===== config.mk =====
export PLATFORM = sky130hd
export DESIGN_NAME = float_pixel_to_rgba8_top
export DESIGN_NICKNAME = d
export VERILOG_FILES = /design/src/rtl/fpr8_pkg.sv /design/src/rtl/fpr8_conv.sv /design/src/rtl/float_pixel_to_rgba8_top.sv
export SDC_FILE = /design/constraint.sdc
export NUM_CORES = 2
export LEC_CHECK = 0
export ABC_CLOCK_PERIOD_IN_PS = 6050
export BUFFER_PORTS_ARGS = -buffer_cell sky130_fd_sc_hd__buf_4
export CAP_MARGIN = 20
export CORE_AREA = 3 3 369 371
export DETAILED_ROUTE_END_ITERATION = 10
export DIE_AREA = 0 0 372 374
export PLACE_DENSITY = 0.66
export SLEW_MARGIN = 30
export SYNTH_ARGS = -nofsm -noshare
export SYNTH_HDL_FRONTEND = slang
export SYNTH_HIERARCHICAL = 1
export SYNTH_SLANG_ARGS = --single-unit

===== constraint.sdc =====
create_clock -name clk_i -period 6.05 [get_ports clk_i]
set_input_delay 1.21 -clock clk_i [delete_from_list [all_inputs] [get_ports clk_i]]
set_output_delay 1.21 -clock clk_i [all_outputs]
set_load 0.02 [all_outputs]

===== src/rtl/fpr8_pkg.sv =====
// shared types and constants for the float pixel to rgba8 converter
`default_nettype none
package fpr8_pkg;
  localparam int unsigned ChanW = 32;
  localparam int unsigned SelW = 2;
  localparam int unsigned ByteW = 8;
  localparam int unsigned CfgAddrW = 3;
  localparam int unsigned CfgDataW = 2;

  typedef enum logic [CfgAddrW-1:0] {
    CFG_RED_SRC   = 3'd0,
    CFG_GREEN_SRC = 3'd1,
    CFG_BLUE_SRC  = 3'd2,
    CFG_ALPHA_SRC = 3'd3,
    CFG_ALPHA_EN  = 3'd4,
    CFG_GRAY_EN   = 3'd5
  } cfg_idx_e;

  // product of the 24-bit significand with 255 and its exponent
  typedef struct packed {
    logic        zero;
    logic        one;
    logic [31:0] prod;
    logic [7:0]  expo;
  } fpr8_mul_t;

  localparam logic [ByteW-1:0] OpaqueAlpha = 8'd255;
endpackage
`default_nettype wire


===== src/rtl/fpr8_conv.sv =====
// three-stage single precision to unorm8 converter for one component
`default_nettype none
module fpr8_conv
  import fpr8_pkg::*;
(
  input  wire logic             clk_i,
  input  wire logic             rst_ni,
  input  wire logic             en_i,
  input  wire logic [ChanW-1:0] bits_i,
  output logic      [ByteW-1:0] byte_o
);
  // stage 1: classify and multiply significand by 255
  fpr8_mul_t m_d, m_q;
  logic [7:0] e_in;
  always_comb begin
    e_in = bits_i[30:23];
    m_d.zero = (e_in == 8'hff) || bits_i[31] || (e_in == 8'd0);
    m_d.one = !m_d.zero && (e_in >= 8'd127);
    m_d.prod = {1'b1, bits_i[22:0]} * 32'd255;
    m_d.expo = e_in;
  end
  always_ff @(posedge clk_i or negedge rst_ni) begin
    if (!rst_ni) m_q <= '0;
    else if (en_i) m_q <= m_d;
  end

  // stage 2: round v*255 to 24 significant bits (rne) in fixed point
  // value = prod * 2^(expo-150); keep fixed point with 24 fraction bits
  logic [31:0] p;
  logic        top;
  logic [4:0]  sh;
  logic [31:0] keep, rem, half, rounded, fixd;
  logic [55:0] wide;
  logic [31:0] fix_d, fix_q;
  logic        one_q, zero_q;
  always_comb begin
    p = m_q.prod;
    top = p[31];
    sh = top ? 5'd8 : 5'd7;            // drop bits beyond 24 significant
    keep = p >> sh;
    rem = p & ((32'd1 << sh) - 32'd1);
    half = 32'd1 << (sh - 5'd1);
    rounded = keep + {31'd0, (rem > half) || ((rem == half) && keep[0])};
    fixd = rounded << sh;              // may carry to 2^32 only via 25 bits
    wide = {24'd0, fixd} << 24;
    // shift right by 150-expo, exponent below 127 so at least 24
    fix_d = 32'(wide >> (8'd150 - m_q.expo));
    if (m_q.expo < 8'd100) fix_d = '0;
  end
  always_ff @(posedge clk_i or negedge rst_ni) begin
    if (!rst_ni) begin
      fix_q <= '0; one_q <= 1'b0; zero_q <= 1'b1;
    end else if (en_i) begin
      fix_q <= fix_d; one_q <= m_q.one; zero_q <= m_q.zero;
    end
  end

  // stage 3: add 0.5 with float rounding, then truncate
  // fix_q holds v*255 with 24 fraction bits, below 255
  logic [7:0]  ip;
  logic [23:0] fr;
  logic [ByteW-1:0] b_d, b_q;
  logic [4:0]  ulp;
  logic [23:0] lsbmask;
  logic [24:0] s;
  logic [7:0]  r;
  always_comb begin
    ip = fix_q[31:24];
    fr = fix_q[23:0];
    // result near ip+0.5 has exponent of ip (or 1 for ip=0)
    ulp = 5'd0;
    for (int k = 0; k < 8; k++) if (ip[k]) ulp = 5'(k + 1);
    if (ip == 8'd0) ulp = 5'd1;
    s = {1'b0, fr} + 25'h0800000;
    lsbmask = 24'hffffff >> (5'd24 - ulp);
    // truncation after rounding: integer part ip plus carry of rounded fraction
    r = ip + {7'd0, s[24]};
    // rounding of sum to (24-ulp) fraction bits can carry into integer
    if (!s[24] && ((s[23:0] | lsbmask) == 24'hffffff)) begin
      if ((s[23:0] & lsbmask) > (lsbmask >> 1)) r = r + 8'd1;
      else if (((s[23:0] & lsbmask) == ((lsbmask >> 1) + 24'd1)) &&
               (((s[23:0] >> ulp) & 24'd1) == 24'd1)) r = r + 8'd1;
    end
    b_d = zero_q ? 8'd0 : (one_q ? 8'd255 : r);
  end
  always_ff @(posedge clk_i or negedge rst_ni) begin
    if (!rst_ni) b_q <= '0;
    else if (en_i) b_q <= b_d;
  end
  assign byte_o = b_q;
endmodule
`default_nettype wire


===== src/rtl/float_pixel_to_rgba8_top.sv =====
// Float pixel to RGBA8 converter: up to four float32 channels in, one 8-bit RGBA pixel out.
// Throughput is one pixel per cycle unless the output stalls; there are three converter stages
// (classify and multiply by 255, rounding to single precision, add one half and truncate),
// and the last stage is the output register. The pipeline advances whenever the output is
// empty or being taken, so a stall holds every stage. Configure only while idle.
`default_nettype none
module float_pixel_to_rgba8_top
  import fpr8_pkg::*;
#(
  parameter int unsigned MAX_CHANNELS = 4
) (
  input  wire logic                clk_i,
  input  wire logic                rst_ni,
  input  wire logic                cfg_we_i,
  input  wire logic [CfgAddrW-1:0] cfg_idx_i,
  input  wire logic [CfgDataW-1:0] cfg_data_i,
  input  wire logic                in_valid_i,
  output logic                     in_ready_o,
  input  wire logic [ChanW-1:0]    channel_zero_i,
  input  wire logic [ChanW-1:0]    channel_one_i,
  input  wire logic [ChanW-1:0]    channel_two_i,
  input  wire logic [ChanW-1:0]    channel_three_i,
  output logic                     out_valid_o,
  input  wire logic                out_ready_i,
  output logic [ByteW-1:0]         red_byte_o,
  output logic [ByteW-1:0]         green_byte_o,
  output logic [ByteW-1:0]         blue_byte_o,
  output logic [ByteW-1:0]         alpha_byte_o
);
  logic [SelW-1:0] red_src_q, green_src_q, blue_src_q, alpha_src_q;
  logic alpha_en_q, gray_en_q;

  always_ff @(posedge clk_i or negedge rst_ni) begin
    if (!rst_ni) begin
      red_src_q <= 2'd0; green_src_q <= 2'd1; blue_src_q <= 2'd2; alpha_src_q <= 2'd3;
      alpha_en_q <= 1'b0; gray_en_q <= 1'b0;
    end else if (cfg_we_i) begin
      case (cfg_idx_i)
        CFG_RED_SRC:   red_src_q <= cfg_data_i;
        CFG_GREEN_SRC: green_src_q <= cfg_data_i;
        CFG_BLUE_SRC:  blue_src_q <= cfg_data_i;
        CFG_ALPHA_SRC: alpha_src_q <= cfg_data_i;
        CFG_ALPHA_EN:  alpha_en_q <= cfg_data_i[0];
        CFG_GRAY_EN:   gray_en_q <= cfg_data_i[0];
        default: ;
      endcase
    end
  end

  logic [ChanW-1:0] chans [4];
  assign chans[0] = channel_zero_i;
  assign chans[1] = channel_one_i;
  assign chans[2] = channel_two_i;
  assign chans[3] = channel_three_i;

  function automatic logic [ChanW-1:0] pick(input logic [SelW-1:0] s,
                                            input logic [ChanW-1:0] c0,
                                            input logic [ChanW-1:0] c1,
                                            input logic [ChanW-1:0] c2,
                                            input logic [ChanW-1:0] c3,
                                            input int unsigned nmax);
    logic [ChanW-1:0] v;
    case (s)
      2'd0: v = c0;
      2'd1: v = c1;
      2'd2: v = c2;
      default: v = c3;
    endcase
    if (32'(s) >= nmax) v = '0;
    return v;
  endfunction

  logic [ChanW-1:0] r_bits, g_bits, b_bits, a_bits;
  assign r_bits = pick(red_src_q, chans[0], chans[1], chans[2], chans[3], MAX_CHANNELS);
  assign g_bits = pick(gray_en_q ? red_src_q : green_src_q,
                       chans[0], chans[1], chans[2], chans[3], MAX_CHANNELS);
  assign b_bits = pick(gray_en_q ? red_src_q : blue_src_q,
                       chans[0], chans[1], chans[2], chans[3], MAX_CHANNELS);
  assign a_bits = pick(alpha_src_q, chans[0], chans[1], chans[2], chans[3], MAX_CHANNELS);

  // valid pipeline, three converter stages; last stage is the output register
  logic [2:0] vld_q;
  logic [2:0] aen_q;
  logic en;
  assign en = !vld_q[2] || out_ready_i;
  assign in_ready_o = en;

  always_ff @(posedge clk_i or negedge rst_ni) begin
    if (!rst_ni) begin
      vld_q <= '0; aen_q <= '0;
    end else if (en) begin
      vld_q <= {vld_q[1:0], in_valid_i};
      aen_q <= {aen_q[1:0], alpha_en_q};
    end
  end

  logic [ByteW-1:0] rb, gb, bb, ab;
  fpr8_conv u_r (.clk_i, .rst_ni, .en_i(en), .bits_i(r_bits), .byte_o(rb));
  fpr8_conv u_g (.clk_i, .rst_ni, .en_i(en), .bits_i(g_bits), .byte_o(gb));
  fpr8_conv u_b (.clk_i, .rst_ni, .en_i(en), .bits_i(b_bits), .byte_o(bb));
  fpr8_conv u_a (.clk_i, .rst_ni, .en_i(en), .bits_i(a_bits), .byte_o(ab));

  assign out_valid_o = vld_q[2];
  assign red_byte_o = rb;
  assign green_byte_o = gb;
  assign blue_byte_o = bb;
  assign alpha_byte_o = aen_q[2] ? ab : OpaqueAlpha;

`ifndef SYNTHESIS
  a_stall_hold: assert property (@(posedge clk_i) disable iff (!rst_ni)
    out_valid_o && !out_ready_i |=> out_valid_o && $stable(red_byte_o))
    else $error("output changed during stall");
  a_ready: assert property (@(posedge clk_i) disable iff (!rst_ni)
    !out_valid_o |-> in_ready_o) else $error("not ready with empty output");
  a_alpha: assert property (@(posedge clk_i) disable iff (!rst_ni)
    out_valid_o && !aen_q[2] |-> alpha_byte_o == OpaqueAlpha)
    else $error("alpha not opaque");
`endif
endmodule
`default_nettype wire


=== Word level (Yosys, flattened, before mapping) ===
Index checks and enable logic that the tools add are counted.

* Shifts and indexed selects: 28
* Bitwise gates (word level): 12
* Reduce and logical (&&, ||, !) cells: 57
* Eq/ne operators: 29
* Muxes and demuxes: 71
* Add/sub/neg operators: 36
* Order comparisons: 16
* Multiply operators: 4

{| class="wikitable"
|+ Operators by type and width
! operator !! count
|-
| $pmux W32 S3 || 4
|-
| $shl A1 B5 Y32 const A || 8
|-
| $shr A56 B8 Y32 || 4
|-
| $mux W8 || 21
|-
| $mux W5 || 32
|-
| $add A32 B1 Y32 || 4
|-
| $and A32 B32 Y32 || 4
|-
| $eq A32 B32 Y1 || 4
|-
| $gt A32 B32 Y1 || 4
|-
| $mul A24 B8 Y32 const B || 4
|-
| $mux W32 || 4
|-
| $shl A32 B5 Y32 || 4
|-
| $shr A32 B5 Y32 || 4
|-
| $sub A32 B1 Y32 const B || 4
|-
| $add A24 B24 Y25 const B || 4
|-
| $add A23 B1 Y24 const B || 4
|-
| $and A24 B24 Y24 || 4
|-
| $eq A24 B24 Y1 || 4
|-
| $eq A24 B24 Y1 const B || 4
|-
| $gt A24 B23 Y1 || 4
|-
| $or A24 B24 Y24 || 4
|-
| $shr A24 B5 Y1 || 4
|-
| $shr A24 B5 Y24 const A || 4
|-
| $logic_not A8 Y1 || 8
|-
| 22 further kinds || 104
|}

* Input bits: 138
* Bits in registers: 352

=== Logic depth before layout (Yosys ltp) ===
* Depth after elaboration: 19
* Gate-level depth with buffers: 25
* Depth with buffers taken out: 21

=== Hierarchy ===
Netlist, hierarchy kept.

{| class="wikitable"
|+ Modules (own cells, without submodules)
! module !! times used !! sequential area each (sq um) !! cells each !! area an instance (sq um)
|-
| fpr8_conv (u_r) || 1 || 2103.3 || 1458 || 12423.2
|-
| fpr8_conv (u_b) || 1 || 2103.3 || 1426 || 12375.6
|-
| fpr8_conv (u_g) || 1 || 2103.3 || 1423 || 12324.3
|-
| fpr8_conv (u_a) || 1 || 2103.3 || 1426 || 12184.2
|-
| float_pixel_to_rgba8_top || 1 || 405.4 || 209 || 3851.2
|}

=== Least setup slack after synthesis ===
OpenSTA, ideal clock, no wires.

* Kind: input-to-reg
* Start: input port channel_three_i[3]
* End: register u_a.m_q, in the netlist u_a/p[31]
* Stages: 17
* Setup slack: -0.477 ns
* Arrival: 6.441 ns
* Data required time: 5.963 ns
* Path buffers: 0
* Cells stage by stage: mux4_2 fa_1 inv_1 fa_1 inv_1 fa_1 fa_1 ha_1 o21a_1 o31a_1 o211ai_1 a2111oi_0 nor3_1 o41ai_1 a211oi_1 or3_1 o211ai_1

* Cells in the longest elaborated chain, start to end: 2

{| class="wikitable"
|+ RTL lines
! item !! line !! text
|-
| start: declaration || float_pixel_to_rgba8_top.sv:22 || <nowiki>input wire logic [ChanW-1:0] channel_three_i,</nowiki>
|-
| $pmux W32 S3 || float_pixel_to_rgba8_top.sv:63 || <nowiki>case (s)</nowiki>
|-
| $mul A24 B8 Y32 || fpr8_conv.sv:19 || <nowiki>m_d.prod = {1'b1, bits_i[22:0]} * 32'd255;</nowiki>
|-
| end signal: assignment || fpr8_conv.sv:24 || <nowiki>else if (en_i) m_q <= m_d;</nowiki>
|-
| end: declaration || fpr8_conv.sv:13 || <nowiki>fpr8_mul_t m_d, m_q;</nowiki>
|}

No other way between the ends.
A chain may end at the register's enable or synchronous reset.

=== Worst setup path after layout ===
* Start: register gray_en_q
* End: register u_g.m_q, in the netlist u_g/p[27]

* Cells in the longest elaborated chain, start to end: 4
* Elaborated cells between the ends (all ways): 6
* Classes of those cells: 1 x mul; 2 x eq/ne; 2 x mux; 1 x reduce/logical

{| class="wikitable"
|+ RTL lines
! item !! line !! text
|-
| start: declaration || float_pixel_to_rgba8_top.sv:31 || <nowiki>logic alpha_en_q, gray_en_q;</nowiki>
|-
| start signal: assignment || float_pixel_to_rgba8_top.sv:44 || <nowiki>CFG_GRAY_EN: gray_en_q <= cfg_data_i[0];</nowiki>
|-
| $mux W2 (*) || float_pixel_to_rgba8_top.sv:75 || <nowiki>assign g_bits = pick(gray_en_q ? red_src_q : green_src_q,</nowiki>
|-
| $eq A2 B2 Y1, or another cell as far along || float_pixel_to_rgba8_top.sv:63 ||
|-
| $pmux W32 S3 (*) || float_pixel_to_rgba8_top.sv:63 ||
|-
| net g_bits[1] || float_pixel_to_rgba8_top.sv:73 || <nowiki>logic [ChanW-1:0] r_bits, g_bits, b_bits, a_bits;</nowiki>
|-
| $mul A24 B8 Y32 (*) || fpr8_conv.sv:19 ||
|-
| end signal: assignment || fpr8_conv.sv:24 ||
|-
| end: declaration || fpr8_conv.sv:13 ||
|}

Mark *: on every way through the listed nets, which the timed path passes. The rest lies on a longest branch.

==> qor.yml <==
die:
  start_util_pct: 39.9
  dieArea_um2: 139000
  rows: 134
  die_y_um: 374
  fp.dieW_um: 372
  io_pins: 172
  core_area_um2: 133000
place:
  gp_congestion: 1.01
  pre_cts_ws_ns: -0.636
  dp_hpwl_um: 145000
  dpl.cell_count: 8197
  dpl-instance-area_um2: 60100
  io_buffers: 171
sta:
  min_period_over_period_pct: 102
  rsz0062_at_grt: "true"
  relSlewSlack_pct: 32.4
  max_freq_mhz: 161
  setup_viol: 16
  setup_slack_ns: -0.150
  drv_slew: 0
  min_period_ns: 6.20
  finClkSkew_ns: 0.0266
  worst_pin_slew_ns: 1.01
  hold_viol: 0
global_routing:
  antenna_found_initial: 28
  gr-usage-all-layers_pct: 25.7
  overflow: 0
  grt_pass1_vias: 50200
  grt_max_degree: 128
  grt_pass1_wl_um: 285000
worst_setup_path:
  reg2reg_depth: 23
  worst_setup_path_end_kind: "flop"
  worstPathMaxFanout: 9
  required_ns: 6.54
  startpoint_type: "flop"
  cp.arrival_ns: 6.69
  worstSetupPathType: "flop to flop"
run_status:
  status: "finished, violations left"
  failed_checks: "setup timing"
detailed_routing:
  drtPass1Iterations: 6
  drtAntennaViolNets: 0
  drt-initial-drc-count: 3977
  vias: 49900
  drc: 0
  wl_um: 183000
  wl_per_cell_um: 21.8
  routed_via_density: 5.96
job:
  drv_cap: 0
synthesis:
  synthAdderAreaFrac_pct: 24.0
  syn_area_per_cell_um2: 8.95
  synth.distinct_cells: 123
  synth_top_area_share_pct: 16.2
  yosysWarnings: 6
  synth_top_family_by_area: "adder cells"
  ys_top_cells_by_area: "dfrtp_1 16%, fa_1 16%, ha_1 7.9%, mux4_2 6.1%, inv_1 4.5%"
  synth.area.mux_share_pct: 12.0
  synth-edff-count: 0
  synth_compound_area_share_pct: 19.5
  yosysSeqAreaShare_pct: 16.6
  synthArstFlopShare_pct: 100
  yosys_most_used_dff: "dfrtp_1"
  synth-simple-area-share_pct: 16.8
  synth-seq-cells: 352
  synth-xor-area-share_pct: 3.81
  synth_top_cell_by_area: "dfrtp_1"
  synthesis.instances: 5942
  synth_area_um2: 53200
layout:
  fin_area_um2: 63500
  area_growth_pct: 19.4
  final_cell_count_no_fill: 8370
  nNetsFinal: 7448
  final_layout_size_suffix_gt1_share_pct: 21.7
  fillers: 12500
clocking:
  h-tree-depth: 2
  clock_latency_ns: 0.64
  cts_tree: "done"
  hold_buffers: 0
  cts.sinks: 352
  cts_buffers: 48
  cts_buffer_depth: 3
  clkTransAtPathRegs_ns: 0.06
  root_buffer: "clkbuf_16"
hold_path:
  hp-class: "flop to flop"
  whs_path_depth: 1
-- sequential cells by signal, summed over array words and instances (netlist names), 8 cells and up --
name,count
u_a/byte_o,8
u_a/fix_q,32
u_a/m_q,10
u_a/p,32
u_b/byte_o,8
u_b/fix_q,32
u_b/m_q,10
u_b/p,32
u_g/byte_o,8
u_g/fix_q,32
u_g/m_q,10
u_g/p,32
u_r/byte_o,8
u_r/fix_q,32
u_r/m_q,10
u_r/p,32
-- metal layers --
| layer | global-route usage, % | vias to the layer above | wire [um] |
|---|---|---|---|
| met5 | 0 | - | 161 |
| met4 | 8.90 | 24 | 6290 |
| met3 | 6.26 | 331 | 14500 |
| met2 | 42.1 | 1770 | 86900 |
| met1 | 33.0 | 24900 | 74800 |
| li1 | - | 22800 | - |
-- worst max-delay path, stage by stage (launching register included) --
cell,delay (ns)
dfrtp_2,0.44
buf_12,0.15
buf_12,0.11
mux2i_4,0.18
buf_12,0.22
buf_6,0.13
mux4_2,0.47
fa_1,0.63
inv_2,0.05
fa_1,0.53
inv_1,0.05
fa_1,0.47
fa_1,0.59
ha_4,0.22
o21ai_4,0.17
a31oi_4,0.07
a2111oi_4,0.38
buf_6,0.18
o31ai_4,0.07
a311oi_2,0.30
buf_4,0.17
o21bai_1,0.06
xor2_1,0.15
mux2_4,0.25
-- cell type report --
type	instances	area, um^2	area share [%]
Multi-Input combinational cell	4742	42000	66.2
Sequential cell	352	8820	13.9
Timing Repair Buffer	762	6230	9.81
Inverter	640	2400	3.79
Tap cell	1768	2210	3.49
Clock buffer	59	1300	2.05
Clock inverter	29	427	0.672
Antenna cell	18	45.0	0.0710
-- cell families after synthesis --
family | count (synthesis)
AND/OR/NAND/NOR | 1754
AO/OA/AOI/OAI | 1449
buffers and inverters | 956
adder cells (fa/ha/maj) | 764
multiplexers | 428
flip-flops | 352
XOR/XNOR | 231
other | 8
-- layout by cell type (no fill, tap or decap), drive strengths merged, types with 156 or more instances in the layout --
master,instances
a21oi,270
buf,762
dfrtp,344
fa,428
ha,336
inv,640
mux2,168
nand2,454
nand3,156
nor2,363
o21ai,227
-- synthesized netlist by cell type (32+ instances only) --
master    number
a21oi_1      268
a211oi_1      80
ha_1         336
o21a_1        47
buf_2         46
xor2_1        83
a21o_1        77
o31ai_1       44
mux4_2       144
mux2i_1      107
nor3_1       144
clkbuf_1     216
nor4_1        81
nand3_1      156
o221ai_1      63
a31oi_1       62
nand2b_1      63
or3_1         45
inv_1        633
xnor2_1      148
nand2_1      454
nand4_1      107
o22ai_1       42
dfrtp_1      344
fa_1         428
o211a_1       32
nor2b_1       51
o211ai_1      53
o21ai_0      217
nor2_1       362
mux2_2       167
and2_1        50
and3_1        69
-- metrics by stage --
stage	utilization [%]	hold WS, ns	setup TNS, ns
CTS	46.9	0.461	-0.930
floorplan	-	0.430	-0.0280
global route	47.6	0.494	-5.80
detailed placement	45.1	0.446	-26.18
global placement	45.1	0.439	-21.81
finish	47.6	0.456	-0.963
-- worst paths after layout --
check | from | end | slack [ns]
worst max-delay path | gray_en_q$_DFFE_PN0P_ | u_g/p[27]$_DFFE_PN0P_ | -0.15
worst min-delay path | vld_q[1]$_DFFE_PN0P_ | vld_q[2]$_DFFE_PN0P_ | 0.46
worst max register to register | gray_en_q$_DFFE_PN0P_ | u_g/p[27]$_DFFE_PN0P_ | -0.15
worst min register to register | vld_q[1]$_DFFE_PN0P_ | vld_q[2]$_DFFE_PN0P_ | 0.46
max in group asynchronous | rst_ni | red_src_q[1]$_DFFE_PN0P_ | 4.30
min in group asynchronous | rst_ni | u_a/p[29]$_DFFE_PN0P_ | 0.52
-- timing repair --
action,4_1_cts,5_1_grt
endpoints found under the setup margin,37,59
buffers inserted,30,38
pin swaps,85,119
gates cloned,2,0
gates resized for setup,100,129
Power is left out: the tool's default activity adds up to more than one toggle a clock period on the data nets, which glitch-free logic cannot reach.
